`config.mk`:
```
export PLATFORM = sky130hd
export DESIGN_NAME = frame_pacing_rate_meter_unit
export DESIGN_NICKNAME = d
export VERILOG_FILES = /design/src/rtl/core/frpm_pkg.sv /design/src/rtl/core/frame_pacing_rate_meter_unit.sv /design/src/rtl/core/frpm_rem.sv /design/src/rtl/core/frpm_dp.sv /design/src/rtl/core/frpm_ctrl.sv
export SDC_FILE = /design/constraint.sdc
export NUM_CORES = 2
export LEC_CHECK = 0
export BUFFER_PORTS_ARGS = -buffer_cell sky130_fd_sc_hd__buf_4
export CAP_MARGIN = 40
export CORE_UTILIZATION = 60
export CTS_CLUSTER_SIZE = 14
export DETAILED_ROUTE_END_ITERATION = 10
export PLACE_DENSITY_LB_ADDON = 0.2
export SLEW_MARGIN = 30
export SYNTH_ARGS = -nofsm -noshare
export SYNTH_HDL_FRONTEND = slang
export SYNTH_SLANG_ARGS = --single-unit
```
`constraint.sdc`:
```
create_clock -name clk -period 37.9 [get_ports clk]
set_input_delay 1.895 -clock clk [delete_from_list [all_inputs] [get_ports clk]]
set_output_delay 1.895 -clock clk [all_outputs]
set_load 0.01 [all_outputs]
```
`src/rtl/core/frpm_pkg.sv`:
```
// Shared types, codes and constants for the frame pacing rate meter.
// Used by the remainder unit, datapath, controller and top level.
`timescale 1ns / 1ps
`default_nettype none

package frpm_pkg;

	localparam int TICK_W    = 63;
	localparam int TIME_W    = 64;
	localparam int CNT_W     = 32;
	localparam int CFG_W     = 32;
	localparam int REM_STEPS = TICK_W;
	localparam int STEP_W    = $clog2(REM_STEPS);

	localparam logic [CFG_W-1:0]  TPS_RESET = 32'd10000000;
	localparam logic [CFG_W-1:0]  FT_RESET  = 32'd166666;
	localparam logic [TICK_W-1:0] MAX_TICK  = {TICK_W{1'b1}};
	localparam logic [CNT_W-1:0]  CNT_MAX   = {CNT_W{1'b1}};

	// Configuration register indexes
	localparam logic REG_TPS = 1'b0;
	localparam logic REG_FT  = 1'b1;

	typedef enum logic [1:0] {
		CMD_LOGIC  = 2'd0,
		CMD_RENDER = 2'd1,
		CMD_FLAG   = 2'd2,
		CMD_START  = 2'd3
	} cmd_t;

	// Controller to datapath
	typedef struct packed {
		logic load_in;
		logic calc_diff;
		logic calc_cmp;
		logic rem_start;
		logic commit;
	} frpm_cmd_t;

	// Datapath to controller
	typedef struct packed {
		logic roll;
		logic rem_done;
	} frpm_sts_t;

	function automatic logic [CNT_W-1:0] sat_inc(input logic [CNT_W-1:0] v);
		return (v == CNT_MAX) ? v : v + 1'b1;
	endfunction

endpackage

`default_nettype wire

```
`src/rtl/core/frame_pacing_rate_meter_unit.sv`:
```
// Frame pacing rate meter: fixed-timestep frame limiter with per-second rate counters.
// Top level; depends on frpm_pkg, frpm_ctrl, frpm_dp (and frpm_rem below it).
//
// Usage:
//   Input channel (in_valid / in_stall) carries a command and the current tick count.
//   Each request produces exactly one result on the output channel
//   (out_valid / out_stall): go, wait_ticks and the three per-second rates.
//   Configuration (cfg_we, cfg_index, cfg_data) sets the second length and frame
//   length; write it only while no request is in flight.
// Sequencing:
//   A request steps through S_IDLE, S_DIFF, S_CMP and S_UPD; the input stays stalled
//   until its commit. When a logic or render request rolls the second over, S_DIV
//   runs the 63-step bit-serial remainder unit between S_CMP and S_UPD.
// Reset:
//   arst_n clears all reference times, counters, snapshots and the second flag
//   and restores the default second and frame lengths.
// Back-pressure:
//   A finished result waits in the output register while out_stall is high; the
//   next request may already be accepted and is held before its commit until the
//   output register is free.
`timescale 1ns / 1ps
`default_nettype none

module frame_pacing_rate_meter_unit import frpm_pkg::*; (
	input  wire logic              clk,
	input  wire logic              arst_n,
	input  wire logic              cfg_we,
	input  wire logic              cfg_index,
	input  wire logic [CFG_W-1:0]  cfg_data,
	input  wire logic              in_valid,
	output logic                   in_stall,
	input  wire logic [1:0]        cmd,
	input  wire logic [TICK_W-1:0] now_ticks,
	output logic                   out_valid,
	input  wire logic              out_stall,
	output logic                   go,
	output logic      [TICK_W-1:0] wait_ticks,
	output logic      [CNT_W-1:0]  logic_rate,
	output logic      [CNT_W-1:0]  render_rate,
	output logic      [CNT_W-1:0]  loop_rate
);

	frpm_cmd_t ctl;
	frpm_sts_t sts;

	frpm_ctrl u_ctrl (
		.clk       (clk),
		.arst_n    (arst_n),
		.in_valid  (in_valid),
		.in_stall  (in_stall),
		.out_valid (out_valid),
		.out_stall (out_stall),
		.sts       (sts),
		.ctl       (ctl)
	);

	frpm_dp u_dp (
		.clk         (clk),
		.arst_n      (arst_n),
		.ctl         (ctl),
		.sts         (sts),
		.cfg_we      (cfg_we),
		.cfg_index   (cfg_index),
		.cfg_data    (cfg_data),
		.cmd         (cmd),
		.now_ticks   (now_ticks),
		.go          (go),
		.wait_ticks  (wait_ticks),
		.logic_rate  (logic_rate),
		.render_rate (render_rate),
		.loop_rate   (loop_rate)
	);

	// A request just taken keeps the input side closed on the next cycle
	a_busy_after_accept: assert property (@(posedge clk) disable iff (!arst_n)
		in_valid && !in_stall |=> in_stall)
		else $error("input accepted back to back");

	// Never overwrite a result the receiver has not taken
	a_no_overwrite: assert property (@(posedge clk) disable iff (!arst_n)
		ctl.commit |-> !(out_valid && out_stall))
		else $error("result overwritten while stalled");

	// A new result only appears after a commit
	a_valid_from_commit: assert property (@(posedge clk) disable iff (!arst_n)
		$rose(out_valid) |-> $past(ctl.commit))
		else $error("result valid without commit");

endmodule

`default_nettype wire

```
`src/rtl/core/frpm_rem.sv`:
```
// Bit-serial remainder unit: elapsed ticks modulo the second length.
// One restoring step per cycle; depends on frpm_pkg.
`timescale 1ns / 1ps
`default_nettype none

module frpm_rem import frpm_pkg::*; (
	input  wire logic              clk,
	input  wire logic              arst_n,
	input  wire logic              start,
	input  wire logic [TICK_W-1:0] dividend,
	input  wire logic [CFG_W-1:0]  divisor,
	output logic      [CFG_W-1:0]  rem,
	output logic                   done
);

	logic              busy_q;
	logic [STEP_W-1:0] cnt_q;
	logic [CFG_W-1:0]  rem_q;
	logic [TICK_W-1:0] dvd_q;
	logic [CFG_W:0]    trial;
	logic              fits;
	logic [CFG_W-1:0]  rem_next;

	// Shift in the next dividend bit and subtract when it fits
	always_comb begin
		trial    = {rem_q, dvd_q[TICK_W-1]};
		fits     = trial >= {1'b0, divisor};
		rem_next = fits ? CFG_W'(trial - {1'b0, divisor}) : trial[CFG_W-1:0];
	end

	// Step control
	always_ff @(posedge clk or negedge arst_n) begin
		if (!arst_n) begin
			busy_q <= 1'b0;
			cnt_q  <= '0;
		end else if (start) begin
			busy_q <= 1'b1;
			cnt_q  <= STEP_W'(REM_STEPS - 1);
		end else if (busy_q) begin
			cnt_q <= cnt_q - 1'b1;
			if (cnt_q == '0) begin
				busy_q <= 1'b0;
			end
		end
	end

	// Partial remainder and remaining dividend bits
	always_ff @(posedge clk) begin
		if (start) begin
			rem_q <= '0;
			dvd_q <= dividend;
		end else if (busy_q) begin
			rem_q <= rem_next;
			dvd_q <= {dvd_q[TICK_W-2:0], 1'b0};
		end
	end

	assign rem  = rem_q;
	assign done = !busy_q;

endmodule

`default_nettype wire

```
`src/rtl/core/frpm_dp.sv`:
```
// Datapath: configuration, reference times, counters, snapshots, result payload.
// Depends on frpm_pkg and frpm_rem; driven by frpm_ctrl through frpm_cmd_t.
`timescale 1ns / 1ps
`default_nettype none

module frpm_dp import frpm_pkg::*; (
	input  wire logic              clk,
	input  wire logic              arst_n,
	input  wire frpm_cmd_t         ctl,
	output frpm_sts_t              sts,
	input  wire logic              cfg_we,
	input  wire logic              cfg_index,
	input  wire logic [CFG_W-1:0]  cfg_data,
	input  wire logic [1:0]        cmd,
	input  wire logic [TICK_W-1:0] now_ticks,
	output logic                   go,
	output logic      [TICK_W-1:0] wait_ticks,
	output logic      [CNT_W-1:0]  logic_rate,
	output logic      [CNT_W-1:0]  render_rate,
	output logic      [CNT_W-1:0]  loop_rate
);

	logic [CFG_W-1:0]  tps_q, ft_q;
	cmd_t              cmd_q;
	logic [TICK_W-1:0] now_q;
	logic [TIME_W-1:0] df_s1, ds_s1;
	logic              roll_s2, due_s2, ovr_gt_s2;
	logic [TIME_W-1:0] ex_s2;
	logic [TICK_W-1:0] wait_s2;

	logic [TIME_W-1:0] frame_base_q, second_base_q, ovr_q;
	logic [CNT_W-1:0]  logic_cnt_q, render_cnt_q, loop_cnt_q;
	logic [CNT_W-1:0]  logic_snap_q, render_snap_q, loop_snap_q;
	logic              flag_q;
	logic              go_q;
	logic [TICK_W-1:0] wait_q;

	logic [TIME_W-1:0] ft64, tps64, now64;
	logic              is_pace, roll_c, due_c, ovr_gt_c;
	logic [TIME_W-1:0] ex_c, w_c;
	logic [TICK_W-1:0] wait_c;
	logic [CFG_W-1:0]  rem;
	logic              rem_done;
	logic [CFG_W-1:0]  rem_sel;
	logic [TIME_W:0]   ovr_sum;
	logic [TIME_W-1:0] ovr_add, ovr_sub, fb_adv, sb_roll;
	logic [CNT_W-1:0]  logic_base, render_base, loop_base;

	assign ft64  = {{(TIME_W-CFG_W){1'b0}}, ft_q};
	assign tps64 = {{(TIME_W-CFG_W){1'b0}}, tps_q};
	assign now64 = {1'b0, now_q};

	// Configuration registers
	always_ff @(posedge clk or negedge arst_n) begin
		if (!arst_n) begin
			tps_q <= TPS_RESET;
			ft_q  <= FT_RESET;
		end else if (cfg_we) begin
			case (cfg_index)
				REG_TPS: tps_q <= cfg_data;
				REG_FT:  ft_q  <= cfg_data;
				default: ;
			endcase
		end
	end

	// Capture the request, then the two elapsed times
	always_ff @(posedge clk) begin
		if (ctl.load_in) begin
			cmd_q <= cmd_t'(cmd);
			now_q <= now_ticks;
		end
		if (ctl.calc_diff) begin
			df_s1 <= now64 - frame_base_q;
			ds_s1 <= now64 - second_base_q;
		end
	end

	// Compare stage: rollover, frame due, overrun and wait
	always_comb begin
		is_pace  = (cmd_q == CMD_LOGIC) || (cmd_q == CMD_RENDER);
		roll_c   = is_pace && !ds_s1[TIME_W-1] && (ds_s1 >= tps64);
		due_c    = !df_s1[TIME_W-1] && (df_s1 >= ft64);
		ovr_gt_c = ovr_q > ft64;
		ex_c     = df_s1 - ft64;
		w_c      = ft64 - df_s1;
		wait_c   = w_c[TIME_W-1] ? MAX_TICK : w_c[TICK_W-1:0];
	end

	always_ff @(posedge clk) begin
		if (ctl.calc_cmp) begin
			roll_s2   <= roll_c;
			due_s2    <= due_c;
			ovr_gt_s2 <= ovr_gt_c;
			ex_s2     <= ex_c;
			wait_s2   <= wait_c;
		end
	end

	// Remainder of the elapsed second time, only needed on rollover
	frpm_rem u_rem (
		.clk      (clk),
		.arst_n   (arst_n),
		.start    (ctl.rem_start),
		.dividend (ds_s1[TICK_W-1:0]),
		.divisor  (tps_q),
		.rem      (rem),
		.done     (rem_done)
	);

	assign sts.roll     = roll_c && (tps_q != '0);
	assign sts.rem_done = rem_done;

	// Update values
	always_comb begin
		rem_sel     = (tps_q == '0) ? '0 : rem;
		sb_roll     = now64 - {{(TIME_W-CFG_W){1'b0}}, rem_sel};
		fb_adv      = frame_base_q + ft64;
		ovr_sum     = {1'b0, ovr_q} + {1'b0, ex_s2};
		ovr_add     = ovr_sum[TIME_W] ? {TIME_W{1'b1}} : ovr_sum[TIME_W-1:0];
		ovr_sub     = ovr_q - ft64;
		logic_base  = roll_s2 ? '0 : logic_cnt_q;
		render_base = roll_s2 ? '0 : render_cnt_q;
		loop_base   = roll_s2 ? '0 : loop_cnt_q;
	end

	// Commit the request: state, snapshots and result payload
	always_ff @(posedge clk or negedge arst_n) begin
		if (!arst_n) begin
			frame_base_q  <= '0;
			second_base_q <= '0;
			ovr_q         <= '0;
			logic_cnt_q   <= '0;
			render_cnt_q  <= '0;
			loop_cnt_q    <= '0;
			logic_snap_q  <= '0;
			render_snap_q <= '0;
			loop_snap_q   <= '0;
			flag_q        <= 1'b0;
			go_q          <= 1'b0;
			wait_q        <= '0;
		end else if (ctl.commit) begin
			go_q   <= 1'b0;
			wait_q <= '0;
			case (cmd_q)
				CMD_LOGIC: begin
					if (roll_s2) begin
						second_base_q <= sb_roll;
						flag_q        <= 1'b1;
						logic_snap_q  <= logic_cnt_q;
						loop_snap_q   <= loop_cnt_q;
					end
					loop_cnt_q <= sat_inc(loop_base);
					if (due_s2) begin
						logic_cnt_q  <= sat_inc(logic_base);
						frame_base_q <= fb_adv;
						go_q         <= 1'b1;
					end else begin
						logic_cnt_q <= logic_base;
					end
				end
				CMD_RENDER: begin
					if (roll_s2) begin
						second_base_q <= sb_roll;
						flag_q        <= 1'b1;
						logic_snap_q  <= logic_cnt_q;
						render_snap_q <= render_cnt_q;
					end
					logic_cnt_q  <= sat_inc(logic_base);
					frame_base_q <= fb_adv;
					if (ovr_gt_s2) begin
						// skip this render and pay back one period
						ovr_q        <= ovr_sub;
						render_cnt_q <= render_base;
					end else begin
						if (due_s2) begin
							ovr_q <= ovr_add;
						end else begin
							wait_q <= wait_s2;
						end
						render_cnt_q <= sat_inc(render_base);
						go_q         <= 1'b1;
					end
				end
				CMD_FLAG: begin
					go_q   <= flag_q;
					flag_q <= 1'b0;
				end
				CMD_START: begin
					frame_base_q  <= now64;
					second_base_q <= now64;
				end
				default: ;
			endcase
		end
	end

	assign go          = go_q;
	assign wait_ticks  = wait_q;
	assign logic_rate  = logic_snap_q;
	assign render_rate = render_snap_q;
	assign loop_rate   = loop_snap_q;

endmodule

`default_nettype wire

```
`src/rtl/core/frpm_ctrl.sv`:
```
// Controller state machine: sequences one request through the datapath.
// Depends on frpm_pkg; drives frpm_dp through frpm_cmd_t.
`timescale 1ns / 1ps
`default_nettype none

module frpm_ctrl import frpm_pkg::*; (
	input  wire logic      clk,
	input  wire logic      arst_n,
	input  wire logic      in_valid,
	output logic           in_stall,
	output logic           out_valid,
	input  wire logic      out_stall,
	input  wire frpm_sts_t sts,
	output frpm_cmd_t      ctl
);

	typedef enum logic [4:0] {
		S_IDLE = 5'b00001,
		S_DIFF = 5'b00010,
		S_CMP  = 5'b00100,
		S_DIV  = 5'b01000,
		S_UPD  = 5'b10000
	} state_t;

	state_t state_q, state_d;
	logic   out_valid_q;

	// Datapath commands
	always_comb begin
		ctl.load_in   = (state_q == S_IDLE) && in_valid;
		ctl.calc_diff = (state_q == S_DIFF);
		ctl.calc_cmp  = (state_q == S_CMP);
		ctl.rem_start = (state_q == S_CMP) && sts.roll;
		ctl.commit    = (state_q == S_UPD) && !(out_valid_q && out_stall);
	end

	// Next state
	always_comb begin
		state_d = state_q;
		case (state_q)
			S_IDLE: if (in_valid) state_d = S_DIFF;
			S_DIFF: state_d = S_CMP;
			S_CMP:  state_d = sts.roll ? S_DIV : S_UPD;
			S_DIV:  if (sts.rem_done) state_d = S_UPD;
			S_UPD:  if (ctl.commit) state_d = S_IDLE;
			default: state_d = S_IDLE;
		endcase
	end

	always_ff @(posedge clk or negedge arst_n) begin
		if (!arst_n) begin
			state_q <= S_IDLE;
		end else begin
			state_q <= state_d;
		end
	end

	// Hold the result until the receiver takes it
	always_ff @(posedge clk or negedge arst_n) begin
		if (!arst_n) begin
			out_valid_q <= 1'b0;
		end else if (ctl.commit) begin
			out_valid_q <= 1'b1;
		end else if (!out_stall) begin
			out_valid_q <= 1'b0;
		end
	end

	assign in_stall  = (state_q != S_IDLE);
	assign out_valid = out_valid_q;

endmodule

`default_nettype wire

```
## After elaboration in Yosys (flattened, before gate mapping)

Index checks and enable logic that the tools add are counted.

| word-level totals | value |
|---|---|
| bits in writable memories | 0 |
| logic and storage cells | 141 |
| latch bits | 0 |
| memories | 0 |
| output and inout port bits | 162 |
| memory bits (read-only) | 0 |
| bits in registers | 944 |

| cells by class | value |
|---|---|
| order comparisons | 4 |
| bitwise operators | 1 |
| add/subtract/negate cells | 13 |
| shifts and indexed selects | 0 |
| div/mod/pow operators | 0 |
| reductions and logical operators | 36 |
| multipliers | 0 |
| equal/unequal tests | 18 |
| muxes and demuxes | 40 |

Operator list:

| operator | number |
|---|---|
| 2-to-1 mux 32 bit | 10 |
| 2-to-1 mux 64 bit | 5 |
| 2-to-1 mux 63 bit | 5 |
| case mux 64 bit (3 select lines) | 1 |
| greater-or-equal comparator 64 x 32 -> 1 bit | 2 |
| case mux 64 bit (2 select lines) | 1 |
| subtractor 63 x 64 -> 64 bit | 2 |
| subtractor 64 x 32 -> 64 bit | 2 |
| adder 32 x 1 -> 32 bit, second input constant | 3 |
| equality test 32 bit, second input constant | 3 |
| adder 64 x 64 -> 65 bit | 1 |
| adder 64 x 32 -> 64 bit | 1 |
| > comparator 64 x 32 -> 1 bit | 1 |
| case mux 32 bit (2 select lines) | 1 |
| subtractor 32 x 64 -> 64 bit | 1 |
| subtractor 63 x 32 -> 64 bit | 1 |
| greater-or-equal comparator 33 x 32 -> 1 bit | 1 |
| zero test 32 bit | 1 |
| nonzero test 32 bit | 1 |
| subtractor 32 bit | 1 |
| case mux 5 bit (5 select lines) | 1 |
| AND reduction 3 bit | 8 |
| 2-to-1 mux 5 bit | 4 |
| 2-to-1 mux 6 bit | 2 |
| other kinds (24) | 53 |

## Logic depth before layout (Yosys ltp)

| logic depth | value |
|---|---|
| depth in word-level cells | 7 |
| gate-level depth with buffers | 19 |
| mapped depth without buffers | 17 |

## Cells and area by module

From an unflattened synthesis, not the netlist that was laid out.

| second synthesis, totals | value |
|---|---|
| cells, all modules | 6,799 |
| area total of the unflattened synthesis | 63,069.2 um^2 |

By module, submodules not included:

| module | cells an instance | area an instance (um^2) | seq. area each (um^2) | times used |
|---|---|---|---|---|
| frpm_dp | 6,145 | 56,387.8 | 22,555.4 | 1 |
| frpm_rem | 615 | 6,329.8 | 2,707.6 | 1 |
| frpm_ctrl | 39 | 351.6 | 151.4 | 1 |

## Least setup slack after synthesis

No wires, ideal clock.

| timing | value |
|---|---|
| path type | reg-to-reg |
| from | register u_ctrl.state_q[1] |
| to | register u_dp.u_rem.dvd_q[0], enable pin |
| required time | 37.475 ns |
| stages on the path, launching flop included | 7 |
| slack | 24.407 ns |
| arrival | 13.069 ns |
| clock period less this slack | 13.493 ns |
| cells stage by stage | dfrtp_1 -> or3_1 -> nor3b_1 -> and3_1 -> clkbuf_1 -> clkbuf_1 -> or2_1 |

| between the ends | value |
|---|---|
| longest elaborated chain between the ends | 3 |

RTL lines:

| element | line | source |
|---|---|---|
| start, declared | frpm_ctrl.sv:25 | `state_t state_q, state_d;` |
| start signal, assigned | frpm_ctrl.sv:54 | `state_q <= state_d;` |
| equality test 5 x 3 -> 1 bit | frpm_ctrl.sv:33 | `ctl.rem_start = (state_q == S_CMP) && sts.roll;` |
| logical AND 1 bit | frpm_ctrl.sv:33 |  |
| nonzero test 2 bit (no source line) | n/a |  |
| end signal, assigned | frpm_rem.sv:51 | `dvd_q <= dividend;` |
| end signal, assigned | frpm_rem.sv:54 | `dvd_q <= {dvd_q[TICK_W-2:0], 1'b0};` |
| end, declared | frpm_rem.sv:19 | `logic [TICK_W-1:0] dvd_q;` |

No other way between the ends.
A chain may end at the register's enable or synchronous reset.

## Worst setup path in the final report

| timing | value |
|---|---|
| from | register u_dp.tps_q[0] |
| to | register u_dp.second_base_q[50] |

| between the ends | value |
|---|---|
| longest elaborated chain between the ends | 5 |

RTL lines:

| element | line | source |
|---|---|---|
| start, declared | frpm_dp.sv:23 | `logic [CFG_W-1:0] tps_q, ft_q;` |
| start signal, assigned | frpm_dp.sv:60 | `REG_TPS: tps_q <= cfg_data;` |
| zero test 32 bit | frpm_dp.sv:116 | `rem_sel = (tps_q == '0) ? '0 : rem;` |
| 2-to-1 mux 32 bit | frpm_dp.sv:116 |  |
| subtractor 63 x 32 -> 64 bit | frpm_dp.sv:117 | `sb_roll = now64 - {{(TIME_W-CFG_W){1'b0}}, rem_sel};` |
| 2-to-1 mux 64 bit | frpm_dp.sv:147, frpm_dp.sv:163 |  |
| case mux 64 bit (2 select lines) | frpm_dp.sv:145 | `case (cmd_q)` |
| end signal, assigned | frpm_dp.sv:148 | `second_base_q <= sb_roll;` |
| end signal, assigned | frpm_dp.sv:164 | `second_base_q <= sb_roll;` |
| end signal, assigned | frpm_dp.sv:191 | `second_base_q <= now64;` |
| end, declared | frpm_dp.sv:31 | `logic [TIME_W-1:0] frame_base_q, second_base_q, ovr_q;` |

No other way between the ends. The select of a mux whose other input is x is not followed.

==> impl_metrics.toml <==
[status]
status = "completed"

[critical_path]
crit_chain = "nor4_1 > nand4_1 > or2_2 > and2_1 > ha_1 > fa_1 > nand2b_1 > a21oi_1 > o21ba_2 > a2111oi_2 > a22oi_1 > o21ai_2 > nand3_1 > o21a_1 > nor4_1 > xnor2_1 > o21ai_1"
cp_slowest_cell = "or2_2"
critical-path-max-stage-delay_ps = 610
crit_top_cell = "nor4_1"
crit_family = "simple AND/OR/NAND/NOR gates"
startpoint_type = "flop"
cp_max_fo = 34
reg2reg_depth = 17
crit_arrival_ps = 5670
cp-end-kind = "flop"
critPathKind = "reg -> reg"
cp.depth = 17
critical_path_required_ps = 38450
worstPathBufferInverterCount = 0

[sta]
fmaxAchievable_ghz = 0.195
worst_pin_slew_ps = 865
setup_violations = 0
fin_tns_setup_ps = 0
fin_crit_sh = 0.135
skew_ps = 25.2
rsz0062_at_grt = "no"
min_period_ps = 5130
slew_headroom = 0.418
hold_violations = 0
fin_ws_ps = 32770
maxSlewViolCount = 0

[global_route]
grt_use_total = 0.331
grt_pass1_wl_microns = 270000
grtUsageMet1 = 0.473
grt_max_degree = 105
antenna_found_initial = 8
grtUsageMet3 = 0.0478
grt-busiest-layer = "met2"
use_met2 = 0.514
overflow = 0
grt_pass1_vias = 47892

[logic_synthesis]
synth_nets = 6979
synth_most_common_cell = "nand2_1"
syn_inst = 6448
synth_area_sq_um = 61600
ys_seq_area_frac = 0.413
synth_edf_count = 386
avgSynthCellArea_sq_um = 9.55
yosysTopAreaCell = "dfrtp_1"
synthArstFlopShare = 0.557
synth_area_leaders = "dfrtp_1 (21%), edfxtp_1 (19%), ha_1 (8.5%), a21oi_1 (4.2%), xnor2_1 (4.1%)"
synth_cell_types = 121
ys_warn_count = 0
synth_flop_cell = "dfrtp_1"
ys_top_cells_by_count = "nand2_1 (651), a21oi_1 (519), dfrtp_1 (510)"
netlist.area_leader.share = 0.207
synth-seq-cells = 944

[route]
vias = 50594
routed_wl_microns = 175000
wl_per_cell_microns = 21.8
ant_nets = 0
drt-initial-drc-count = 5334
drc = 0
viasPerCell = 6.30
drtPass1Iterations = 6

[flow_run]
drv_cap = 0

[clock_tree]
insertion_delay_ps = 700
cts_tree = "done"
post_cts_resized = 0
clk_pin_slew_ps = 70
postCtsSetupRepairBufs = 0
cts_root_buffer = "clkbuf_16"
cts_hold_buf = 0
htreeDepth = 3
cts_buffers = 103
clockBufferDepth = 3
cts_sinks = 944

[floorplanning]
start_util = 0.605
pin_count = 265
dieWidth_microns = 322
die-area_sq_um = 104000
placementRows = 117
die_y_microns = 322
core-area_sq_um = 102000

[power_and_ir_drop]
total_power_mw = 5.33
power_density_nw_per_um2 = 78.1
vdd_drop_max_mv = 0.0742
leakagePower_nw = 29.7

[worst_hold_path]
worstHoldPathCells = 1
hp-class = "reg -> reg"

[placement]
place_hpwl_microns = 132000
pre_cts_slack_ps = 32270
dp.cells = 7831
portBuffers = 264
place_area_sq_um = 64600
place_congestion = 0.983

[finish]
syn_to_final_growth_pct = 10.7
nNetsFinal = 7105
drive_above_1_share = 0.114
fin_cells = 8034
fin_area_sq_um = 68200
fill_cells = 8039
## report_power, final
group / total, mW / internal (mW) / switching (mW)
clock network: 1.01 / 0.581 / 0.430
registers: 1.62 / 1.38 / 0.235
logic: 2.70 / 1.09 / 1.61
total: 5.33 / 3.05 / 2.27
## flip-flops by register name (all words and copies together) (netlist names), 2 cells and up
name,flops
u_dp.df_s1,64
u_dp.ds_s1,64
u_dp.ex_s2,64
u_dp.frame_base_q,64
u_dp.ovr_q,64
u_dp.second_base_q,64
u_dp.now_q,63
u_dp.u_rem.dvd_q,63
u_dp.wait_s2,63
u_dp.wait_ticks,63
u_dp.ft_q,32
u_dp.logic_cnt_q,32
u_dp.logic_rate,32
u_dp.loop_cnt_q,32
u_dp.loop_rate,32
u_dp.render_cnt_q,32
u_dp.render_rate,32
u_dp.tps_q,32
u_dp.u_rem.rem,32
u_dp.u_rem.cnt_q,6
u_ctrl.state_q,5
u_dp.cmd_q,2
## worst paths after layout
path | slack (ps) | start | endpoint
worst max-delay path | 32770 | u_dp.tps_q[0]$_DFFE_PN0P_ | u_dp.second_base_q[50]$_DFFE_PN0P_
worst min-delay path | 450 | u_dp.wait_s2[9]$_SDFFCE_PP1N_ | u_dp.wait_ticks[9]$_DFFE_PN0P_
worst max register to register | 32770 | u_dp.tps_q[0]$_DFFE_PN0P_ | u_dp.second_base_q[50]$_DFFE_PN0P_
worst min register to register | 450 | u_dp.wait_s2[9]$_SDFFCE_PP1N_ | u_dp.wait_ticks[9]$_DFFE_PN0P_
max in group asynchronous | 33200 | arst_n | u_dp.u_rem.busy_q$_DFF_PN0_
min in group asynchronous | 1230 | arst_n | u_dp.render_rate[18]$_DFFE_PN0P_
## cell type report
cell class                      count  area [sq um]  area share
Antenna cell                        5          12.5    0.000184
Clock buffer                      144          2960      0.0434
Timing Repair Buffer              319          2560      0.0376
Multi-Input combinational cell   4864         33800       0.496
Clock inverter                     48           434     0.00637
Tap cell                         1368          1710      0.0251
Inverter                          342          1280      0.0188
Sequential cell                   944         25400       0.373
## kinds of logic (layout without fill, tap and decap cells)
group | Yosys count | after routing | share of synthesized area
multiplexers | 241 | 241 | 0.0441
AND/OR/NAND/NOR | 1863 | 1863 | 0.145
AO/OA/AOI/OAI | 1815 | 1815 | 0.196
adder cells (fa/ha/maj) | 428 | 428 | 0.0881
flip-flops | 944 | 944 | 0.413
other | 0 | 5 | 0
buffers and inverters | 640 | 853 | 0.0408
XOR/XNOR | 517 | 517 | 0.0737
## routing by layer
layer | share of wire | vias up | routed length (microns)
met5 | 0.00015 | - | 27
met4 | 0.037 | 4 | 6520
met3 | 0.081 | 341 | 14200
met2 | 0.45 | 2160 | 78000
met1 | 0.44 | 24361 | 76100
li1 | - | 23728 | -
## placed cells by master (no fill, tap or decap), drive strengths merged, types with 190 or more instances in the layout
cell type,count
a21oi,524
edfxtp,386
nor2,424
a21o,285
dfrtp,510
o21ai,329
ha,419
mux2,190
nand2,651
xnor2,289
xor2,228
inv,351
buf,318
## stage by stage
step	util	hold WS (ps)
2_1_floorplan	-	443
3_3_place_gp	0.634	443
3_5_place_dp	0.635	449
6_report	0.670	448
4_1_cts	0.668	447
5_1_grt	0.670	464
Note: power is estimated with default switching activity, not from simulation.
